### src/rtl/core/mvpf_pkg.sv
// Package for the motor velocity PI + feedforward controller.
// Holds the fixed-point constants, the sequencer state type and the register codes.
// No dependencies.
`default_nettype none

package mvpf_pkg;

  localparam int NUM_MOTORS = 4;

  localparam int MOTOR_W = 2;   // width of the motor index field
  localparam int VEL_W   = 16;  // Q8.8 velocities
  localparam int DT_W    = 16;  // Q0.16 time step
  localparam int GAIN_W  = 16;  // Q8.8 gains
  localparam int DUTY_W  = 8;
  localparam int INTEG_W = 32;  // Q16.16 stored integral

  localparam int IN_TDATA_W  = 56;
  localparam int OUT_TDATA_W = 16;

  // |t| at or below this counts as a zero target
  localparam logic [VEL_W:0] SMALL_TARGET_MAX = 17'd2;

  // feedforward = |t| * 2176000 / 113 + 835584, split as
  // |t| * 19256 + floor(|t| * 72 / 113); the second part by reciprocal
  localparam logic [32:0] FF_INT_MUL    = 33'd19256;
  localparam logic [32:0] FF_FRAC_MUL   = 33'd10689908;  // ceil(72 * 2^24 / 113)
  localparam int          FF_FRAC_SHIFT = 24;
  localparam logic [31:0] FF_OFFSET     = 32'd835584;

  // anti-windup bound on ki * I, and output bound (250 in Q16.16)
  localparam logic [30:0] I_LIMIT   = 31'd1677721600;
  localparam int          DIV_STEPS = 31;
  localparam logic [36:0] OUT_LIMIT = 37'd16384000;
  localparam int          DUTY_MAX  = 250;

  typedef enum logic [3:0] {
    ST_IDLE,
    ST_ERR_DT,    // issue err * dt
    ST_FF_INT,    // integral sum; issue |t| * 19256
    ST_FF_FRAC,   // feedforward base; issue |t| * reciprocal
    ST_PROP,      // feedforward fraction; issue kp * err
    ST_WAIT_DIV,  // latch kp * err, wait for the limit quotient
    ST_CLAMP,     // anti-windup clamp
    ST_INTEG,     // issue ki * I
    ST_SUM,       // add integral term
    ST_FIN        // form duty and direction, write back
  } mvpf_state_t;

  typedef enum logic {
    REG_PROP_GAIN  = 1'b0,
    REG_INTEG_GAIN = 1'b1
  } mvpf_reg_t;

endpackage

`default_nettype wire

### src/rtl/core/motor_velocity_pi_feedforward.sv
// Top level of the motor velocity PI controller with feedforward and anti-windup.
// Depends on mvpf_pkg; one shared multiplier and one bit-serial divider under a sequencer.
`default_nettype none

// Takes one transaction at a time: a motor index, target and measured velocity
// (signed Q8.8) and a time step (Q0.16). Gives one transaction per input with the
// duty count (0..250), the direction and the motor index. The limit quotient
// 100*2^24/ki comes from a restoring divider that retires one quotient bit per
// cycle; the err*dt, feedforward and kp*err products go through one registered
// 17x33 multiplier while the divider runs, and the ki*I product after it. A target
// with |t| <= 2, or a motor index of NUM_MOTORS or more, bypasses the arithmetic.
// The result sits in an output register, so a pending result does not block
// acceptance of the next item. Gains are written on the cfg port; the user must
// write them only while the block is idle, which the block does not enforce.
// cfg_ready is always high. Integrals and stored directions reset to zero / forward.
module motor_velocity_pi_feedforward
  import mvpf_pkg::*;
(
  input  wire logic                   clk,
  input  wire logic                   rst_n,
  // input stream
  input  wire logic                   in_tvalid,
  output logic                        in_tready,
  // [1:0] motor_index, [17:2] target_velocity, [33:18] measured_velocity,
  // [49:34] time_step, [55:50] zero
  input  wire logic [IN_TDATA_W-1:0]  in_tdata,
  // result stream
  output logic                        out_tvalid,
  input  wire logic                   out_tready,
  // [7:0] duty_count, [8] reverse, [10:9] result_motor, [15:11] zero
  output logic [OUT_TDATA_W-1:0]      out_tdata,
  // configuration writes
  input  wire logic                   cfg_valid,
  output logic                        cfg_ready,
  input  wire logic                   cfg_index,
  input  wire logic [GAIN_W-1:0]      cfg_data
);

  // configuration
  logic [GAIN_W-1:0] prop_gain_r;
  logic [GAIN_W-1:0] integ_gain_r;

  // per-motor state
  logic signed [INTEG_W-1:0] integ_store_r [NUM_MOTORS];
  logic                      dir_store_r   [NUM_MOTORS];

  // sequencer
  mvpf_state_t state_r, state_nxt;

  // item registers
  logic [MOTOR_W-1:0]  idx_r;
  logic                idx_ok_r;
  logic                small_r;
  logic                tpos_r;
  logic [VEL_W:0]      tabs_r;
  logic signed [VEL_W:0] err_r;
  logic [DT_W-1:0]     dt_r;

  // datapath registers
  logic signed [49:0]  prod_r;
  logic signed [32:0]  integ_r;
  logic signed [31:0]  ff_r;
  logic signed [35:0]  pi_r;

  // divider
  logic [4:0]          div_cnt_r;
  logic [30:0]         div_num_r;   // dividend shifts out, quotient shifts in
  logic [15:0]         div_rem_r;
  logic [16:0]         div_try;
  logic                div_ge;

  // output register
  logic                   out_valid_r;
  logic [OUT_TDATA_W-1:0] out_data_r;

  // control strobes from the sequencer
  logic                 accept;
  logic                 mul_en;
  logic signed [16:0]   mul_a;
  logic signed [32:0]   mul_b;
  logic                 fin_go;

  // input field views
  logic [MOTOR_W-1:0]      in_idx;
  logic signed [VEL_W-1:0] in_t;
  logic signed [VEL_W-1:0] in_m;
  logic [DT_W-1:0]         in_dt;
  logic signed [VEL_W:0]   in_t_ext;
  logic [VEL_W:0]          in_tabs;

  assign in_idx   = in_tdata[1:0];
  assign in_t     = in_tdata[17:2];
  assign in_m     = in_tdata[33:18];
  assign in_dt    = in_tdata[49:34];
  assign in_t_ext = {in_t[VEL_W-1], in_t};
  assign in_tabs  = in_t[VEL_W-1] ? 17'(-in_t_ext) : 17'(in_t_ext);

  assign in_tready  = (state_r == ST_IDLE);
  assign accept     = in_tvalid && in_tready;
  assign cfg_ready  = 1'b1;
  assign out_tvalid = out_valid_r;
  assign out_tdata  = out_data_r;

  // ---------------------------------------------------------------- config
  always_ff @(posedge clk) begin
    if (!rst_n) begin
      prop_gain_r  <= '0;
      integ_gain_r <= '0;
    end else if (cfg_valid && cfg_ready) begin
      case (mvpf_reg_t'(cfg_index))
        REG_PROP_GAIN:  prop_gain_r  <= cfg_data;
        REG_INTEG_GAIN: integ_gain_r <= cfg_data;
        default: ;
      endcase
    end
  end

  // ------------------------------------------------------------- sequencer
  always_ff @(posedge clk) begin
    if (!rst_n) begin
      state_r <= ST_IDLE;
    end else begin
      state_r <= state_nxt;
    end
  end

  always_comb begin
    state_nxt = state_r;
    case (state_r)
      ST_IDLE: begin
        if (accept) begin
          if (in_tabs <= SMALL_TARGET_MAX || 32'(in_idx) >= NUM_MOTORS) begin
            state_nxt = ST_FIN;
          end else begin
            state_nxt = ST_ERR_DT;
          end
        end
      end
      ST_ERR_DT:   state_nxt = ST_FF_INT;
      ST_FF_INT:   state_nxt = ST_FF_FRAC;
      ST_FF_FRAC:  state_nxt = ST_PROP;
      ST_PROP:     state_nxt = ST_WAIT_DIV;
      ST_WAIT_DIV: begin
        if (div_cnt_r == '0) begin
          state_nxt = ST_CLAMP;
        end
      end
      ST_CLAMP:    state_nxt = ST_INTEG;
      ST_INTEG:    state_nxt = ST_SUM;
      ST_SUM:      state_nxt = ST_FIN;
      ST_FIN: begin
        if (!out_valid_r || out_tready) begin
          state_nxt = ST_IDLE;
        end
      end
      default:     state_nxt = ST_IDLE;
    endcase
  end

  // operand select for the shared multiplier
  always_comb begin
    mul_en = 1'b0;
    mul_a  = '0;
    mul_b  = '0;
    fin_go = 1'b0;
    case (state_r)
      ST_ERR_DT: begin
        mul_en = 1'b1;
        mul_a  = err_r;
        mul_b  = $signed({17'd0, dt_r});
      end
      ST_FF_INT: begin
        mul_en = 1'b1;
        mul_a  = $signed(tabs_r);
        mul_b  = $signed(FF_INT_MUL);
      end
      ST_FF_FRAC: begin
        mul_en = 1'b1;
        mul_a  = $signed(tabs_r);
        mul_b  = $signed(FF_FRAC_MUL);
      end
      ST_PROP: begin
        mul_en = 1'b1;
        mul_a  = $signed({1'b0, prop_gain_r});
        mul_b  = 33'(err_r);
      end
      ST_INTEG: begin
        mul_en = 1'b1;
        mul_a  = $signed({1'b0, integ_gain_r});
        mul_b  = integ_r;
      end
      ST_FIN: begin
        fin_go = !out_valid_r || out_tready;
      end
      default: ;
    endcase
  end

  always_ff @(posedge clk) begin
    if (mul_en) begin
      prod_r <= 50'(mul_a) * 50'(mul_b);
    end
  end

  // -------------------------------------------------------------- divider
  // restoring division of I_LIMIT by ki, one quotient bit per cycle
  assign div_try = {div_rem_r, div_num_r[30]};
  assign div_ge  = (div_try >= {1'b0, integ_gain_r});

  always_ff @(posedge clk) begin
    if (!rst_n) begin
      div_cnt_r <= '0;
    end else if (accept) begin
      div_cnt_r <= 5'(DIV_STEPS);
    end else if (div_cnt_r != '0) begin
      div_cnt_r <= div_cnt_r - 5'd1;
    end
  end

  always_ff @(posedge clk) begin
    if (accept) begin
      div_num_r <= I_LIMIT;
      div_rem_r <= '0;
    end else if (div_cnt_r != '0) begin
      div_num_r <= {div_num_r[29:0], div_ge};
      div_rem_r <= div_ge ? 16'(div_try - {1'b0, integ_gain_r}) : div_try[15:0];
    end
  end

  // ------------------------------------------------------------- datapath
  logic signed [32:0] q_s;
  assign q_s = $signed({2'b00, div_num_r});

  always_ff @(posedge clk) begin
    if (accept) begin
      idx_r    <= in_idx;
      idx_ok_r <= 32'(in_idx) < NUM_MOTORS;
      small_r  <= in_tabs <= SMALL_TARGET_MAX;
      tpos_r   <= !in_t[VEL_W-1] && (in_t != '0);
      tabs_r   <= in_tabs;
      err_r    <= in_t_ext - {in_m[VEL_W-1], in_m};
      dt_r     <= in_dt;
    end
    case (state_r)
      ST_FF_INT: begin
        integ_r <= 33'(integ_store_r[idx_r]) + 33'(prod_r >>> 8);
      end
      ST_FF_FRAC: begin
        ff_r <= prod_r[31:0] + FF_OFFSET;
      end
      ST_PROP: begin
        ff_r <= ff_r + 32'(prod_r >>> FF_FRAC_SHIFT);
      end
      ST_WAIT_DIV: begin
        pi_r <= prod_r[35:0];
      end
      ST_CLAMP: begin
        if (integ_gain_r == '0) begin
          integ_r <= '0;
        end else if (integ_r > q_s) begin
          integ_r <= q_s;
        end else if (integ_r < -q_s) begin
          integ_r <= -q_s;
        end
      end
      ST_SUM: begin
        pi_r <= pi_r + 36'(prod_r >>> 8);
      end
      default: ;
    endcase
  end

  // final sum, sign hold and limit
  logic signed [36:0] f_raw;
  logic signed [36:0] f_held;
  logic signed [36:0] f_lim;
  logic               f_rev;
  logic [36:0]        f_mag;

  always_comb begin
    if (tpos_r) begin
      f_raw  = 37'(ff_r) + 37'(pi_r);
      f_held = (f_raw < 0) ? '0 : f_raw;
    end else begin
      f_raw  = 37'(pi_r) - 37'(ff_r);
      f_held = (f_raw > 0) ? '0 : f_raw;
    end
    if (f_held > $signed(OUT_LIMIT)) begin
      f_lim = $signed(OUT_LIMIT);
    end else if (f_held < -$signed(OUT_LIMIT)) begin
      f_lim = -$signed(OUT_LIMIT);
    end else begin
      f_lim = f_held;
    end
    f_rev = f_lim[36];
    f_mag = f_rev ? 37'(-f_lim) : 37'(f_lim);
  end

  // per-motor state write back
  always_ff @(posedge clk) begin
    if (!rst_n) begin
      for (int k = 0; k < NUM_MOTORS; k++) begin
        integ_store_r[k] <= '0;
        dir_store_r[k]   <= 1'b0;
      end
    end else if (fin_go && idx_ok_r) begin
      if (small_r) begin
        integ_store_r[idx_r] <= '0;
      end else begin
        integ_store_r[idx_r] <= integ_r[31:0];
        dir_store_r[idx_r]   <= f_rev;
      end
    end
  end

  // ------------------------------------------------------ output register
  always_ff @(posedge clk) begin
    if (!rst_n) begin
      out_valid_r <= 1'b0;
    end else if (fin_go) begin
      out_valid_r <= 1'b1;
    end else if (out_tready) begin
      out_valid_r <= 1'b0;
    end
  end

  always_ff @(posedge clk) begin
    if (fin_go) begin
      if (!idx_ok_r) begin
        out_data_r <= {5'd0, idx_r, 1'b0, 8'd0};
      end else if (small_r) begin
        out_data_r <= {5'd0, idx_r, dir_store_r[idx_r], 8'd0};
      end else begin
        out_data_r <= {5'd0, idx_r, f_rev, f_mag[23:16]};
      end
    end
  end

  // ----------------------------------------------------------- assertions
  a_one_at_a_time: assert property (@(posedge clk) disable iff (!rst_n)
    accept |=> !in_tready)
    else $error("item accepted while another is in progress");

  a_div_done: assert property (@(posedge clk) disable iff (!rst_n)
    (state_r == ST_CLAMP) |-> (div_cnt_r == '0))
    else $error("clamp used an unfinished quotient");

  a_windup_bound: assert property (@(posedge clk) disable iff (!rst_n)
    (state_r == ST_INTEG && integ_gain_r != '0) |-> (integ_r <= q_s && integ_r >= -q_s))
    else $error("integral outside anti-windup bound");

  a_zero_ki: assert property (@(posedge clk) disable iff (!rst_n)
    (state_r == ST_INTEG && integ_gain_r == '0) |-> (integ_r == '0))
    else $error("integral not cleared with zero integral gain");

  a_duty_max: assert property (@(posedge clk) disable iff (!rst_n)
    out_valid_r |-> (out_data_r[7:0] <= 8'(DUTY_MAX)))
    else $error("duty count above limit");

endmodule

`default_nettype wire
### config.mk
export PLATFORM = sky130hd
export DESIGN_NAME = motor_velocity_pi_feedforward
export DESIGN_NICKNAME = d
export VERILOG_FILES = /design/src/rtl/core/mvpf_pkg.sv /design/src/rtl/core/motor_velocity_pi_feedforward.sv
export SDC_FILE = /design/constraint.sdc
export NUM_CORES = 2
export LEC_CHECK = 0
export BUFFER_PORTS_ARGS = -buffer_cell sky130_fd_sc_hd__buf_2
export CAP_MARGIN = 20
export CORE_AREA = 2 2 305 307
export CTS_BUF_LIST = sky130_fd_sc_hd__clkbuf_4
export CTS_CLUSTER_DIAMETER = 60
export DETAILED_ROUTE_END_ITERATION = 12
export DIE_AREA = 0 0 307 309
export PLACE_DENSITY = 0.71
export SYNTH_ARGS = -nofsm -noshare
export SYNTH_HDL_FRONTEND = slang
export SYNTH_SLANG_ARGS = --single-unit
### constraint.sdc
create_clock -name clk -period 12.2 [get_ports clk]
set_input_delay 0.61 -clock clk [delete_from_list [all_inputs] [get_ports clk]]
set_output_delay 0.61 -clock clk [all_outputs]
set_load 0.005 [all_outputs]
==> results.md <==
* I/O pin count at 97
* Largest net degree at the start of global routing at 85
* # Post-CTS Setup Buffers at 0
* Outcome: finished clean
* FF+latch count, synth at between 400 and 500
* DRT Wirelength at ~150 mm
* Worst skew pair latency at slightly above 1 ns
* Port Buf Inserts at 84
* Leak at ~24 nW
* DR vias at 40980
* Setup Skew at approximately 0.11 ns
* Worst-path clk slew at about 0.07 ns
* First-pass GRT wire length at between 200 and 250 mm
* Max cap viols at 0
* Total GRT Usage at a little under a third
* HPWL after DPL at roughly 110 mm
* Clock H-tree levels at 3
* CTS root buf: clkbuf_4
* Inst Count DP at approximately 6600
* Final-report setup violation count at 0
* Die X at slightly above 300 µm
* Startpoint types: flip-flop
* Via density at around 5.9
* Mean post-synth cell area at between 9 and 10 µm²
* # rows at between 100 and 150
* Worst-margin pin slew at roughly 1.2 ns
* Iteration-0 DRC Markers at around 3700
* Synth unique cells at about 120
* Fin crit period at approximately 11 ns
* CTS buffer count at ~120
* Unrepaired setup endpoints after global routing: no
* Worst-path fanout max at 19
* TNS Setup at 0 ns
* Most used cell, CP: fa_1
* Pwr Density at ~160 nW/µm²
* Buf/Inv on CP at 6
* Post-Layout Cell Count at roughly 7000
* CTS tree: yes
* Post-route DRC at 0
* Antenna viol nets, final at 0
* Mapped Cells at around 5500
* Initial antenna violation count at 5
* Seq/Total Area, Yosys at approximately a quarter
* Drt first pass iters at 6
* Slowest Stage Delay on Critical Path at 0.67 ns
* Gpl congestion at 0.9896
* Slowest cell on crit path: dfxtp_1
* Fmax at 94.19 MHz
* Max VDD drop at between 0.0001 and 0.00015 V
* Remaining Overflow, GRT at 0
* CP Data Required Time at around 13 ns
* Final Power at approximately 0.0085 W
* Vias in the first global route at about 40000
* Crit share post-route at around 87%
* Netlist Area Pre-Place at ~50000 µm²
* CP top delay family: adder cells
* Clock sinks at 439
* Critical path endpoint category: flip-flop
* Die height at between 300 and 400 µm
* Core area at ~91000 µm²
* Initial Utilization at between 50% and 60%
* Wire length per cell at approximately 21 µm
* Clock Path Buffers at 3
* Number of flops mapped to enable cells by yosys at roughly 350
* Critical path class: flip-flop to flip-flop
* Fin nets at between 6000 and 7000
* Proportion of layout cells with a drive suffix above 1 at 8.314%
* Area growth, synth to finish at 7.411%
* Synth warn at 0
* Die area at between 90000 and 100000 µm²
* Post-synth ARST share at 0%
* Top FF cell, synth: edfxtp_1
* Final hold violations at 0
* Worst min path class: primary input to flip-flop
* Worst Path Arrival at between 10 and 15 ns
* Slew headroom at 22.04%
* Max Slew Vio Count at 0
[where the power goes]
group | switching (W) | leakage [nW] | internal [W]
logic | 0.00297 | 19.3 | 0.00191
registers | 0.000340 | 4.12 | 0.00196
clock network | 0.000675 | 0.931 | 0.000685
total | 0.00399 | 24.4 | 0.00455
[synthesized netlist by cell type (49+ instances only)]
cell / count / share of area (%)
inv_1: 775 / 5.8
nand2_1: 702 / 5.3
nor2_1: 570 / 4.3
fa_1: 543 / 22
ha_1: 388 / 9.7
edfxtp_1: 345 / 21
a21oi_1: 274 / 2.7
o21ai_0: 194 / 1.9
xnor2_1: 190 / 3.3
clkbuf_1: 174 / 1.3
dfxtp_1: 94 / 3.8
a21o_1: 84 / 1.3
nand3_1: 77 / 0.77
xor2_1: 75 / 1.3
nand2b_1: 64 / 0.80
nor3_1: 57 / 0.57
a21boi_0: 56 / 0.84
nor2b_1: 54 / 0.67
o21a_1: 49 / 0.73
[layout by cell type (no fill, tap or decap), drive strengths merged, types with 58 or more instances in the layout]
master	n
a21boi	58
nand2	702
ha	388
fa	543
nand2b	64
a21oi	277
inv	779
a21o	85
o21ai	208
xor2	75
xnor2	190
nor2	571
clkbuf	182
dfxtp	94
nand3	77
buf	150
edfxtp	345
[metal layers]
layer | part of all wire (%) | GRT usage [%] | routed length [µm]
met1 | 40 | 41.72 | 59800
met3 | 9.1 | 5.700 | 13510
met4 | 5.8 | 16.18 | 8632
met5 | 0.021 | 0 | 31
met2 | 45 | 50.32 | 66300
[through the flow]
step / utilization (%) / setup WS (ns) / area, µm² / hold slack [ns]
finish: 58.84 / 1.583 / 53770 / 0.08143
global route: 58.84 / 1.291 / 53770 / 0.01949
CTS: 58.80 / 1.787 / 53730 / 0.002802
detailed placement: 56.56 / 1.910 / 51690 / 0.4590
global placement: 56.56 / 2.021 / 51690 / 0.4529
floorplan: - / 3.240 / 50080 / 0.4436
[worst paths after layout]
kind / from / endpoint / slack (ns) / cells after the start
max reg2reg: state_r[0]$_SDFFE_PN0P_ / prod_r[49]$_DFFE_PP_ / 1.58 / 31
min: in_tdata[19] / err_r[1]$_DFFE_PP_ / 0.08 / 3
max: state_r[0]$_SDFFE_PN0P_ / prod_r[49]$_DFFE_PP_ / 1.58 / 31
min reg2reg: prop_gain_r[0]$_SDFFE_PN0P_ / prop_gain_r[0]$_SDFFE_PN0P_ / 0.46 / 2
[what timing repair did]
| item | 4_1_cts | 5_1_grt |
|---|---|---|
| resized for setup | 0 | 0 |
| hold buffers | 49 | 0 |
| hold endpoints to repair | 68 | 0 |
[tightest hold or removal path, stage by stage]
cell and delay (ns):
buf_2 0.10, fa_1 0.16, inv_1 0.03
[flip-flops by register name, summed over array words and instances (netlist names), 17 cells and up, named ones only]
name	flops
div_num_r	31
err_r	17
ff_r	32
integ_r	33
integ_store_r	128
pi_r	36
prod_r	50
tabs_r	17
[layout make-up]
class	count	area [µm²]
inverter	777	2919
fill	8016	37610
tap	1186	1484
multi-input combinational	4080	34140
sequential	439	12240
clock buffer	182	1366
timing repair buffer	199	1418
clock inverter	36	190.2
antenna	5	12.51
[kinds of logic after synthesis]
| family | after synthesis | synth area share [%] |
|---|---|---|
| xor+xnor | 265 | 4.636 |
| other cells | 2 | 0.01500 |
| buf+inv | 1001 | 7.705 |
| compound gates | 1066 | 14.32 |
| fa+ha+maj | 931 | 31.41 |
| flops | 439 | 24.45 |
| simple gates | 1764 | 15.69 |
| mux | 47 | 1.775 |
No activity file was read; power rests on OpenSTA's default activity.
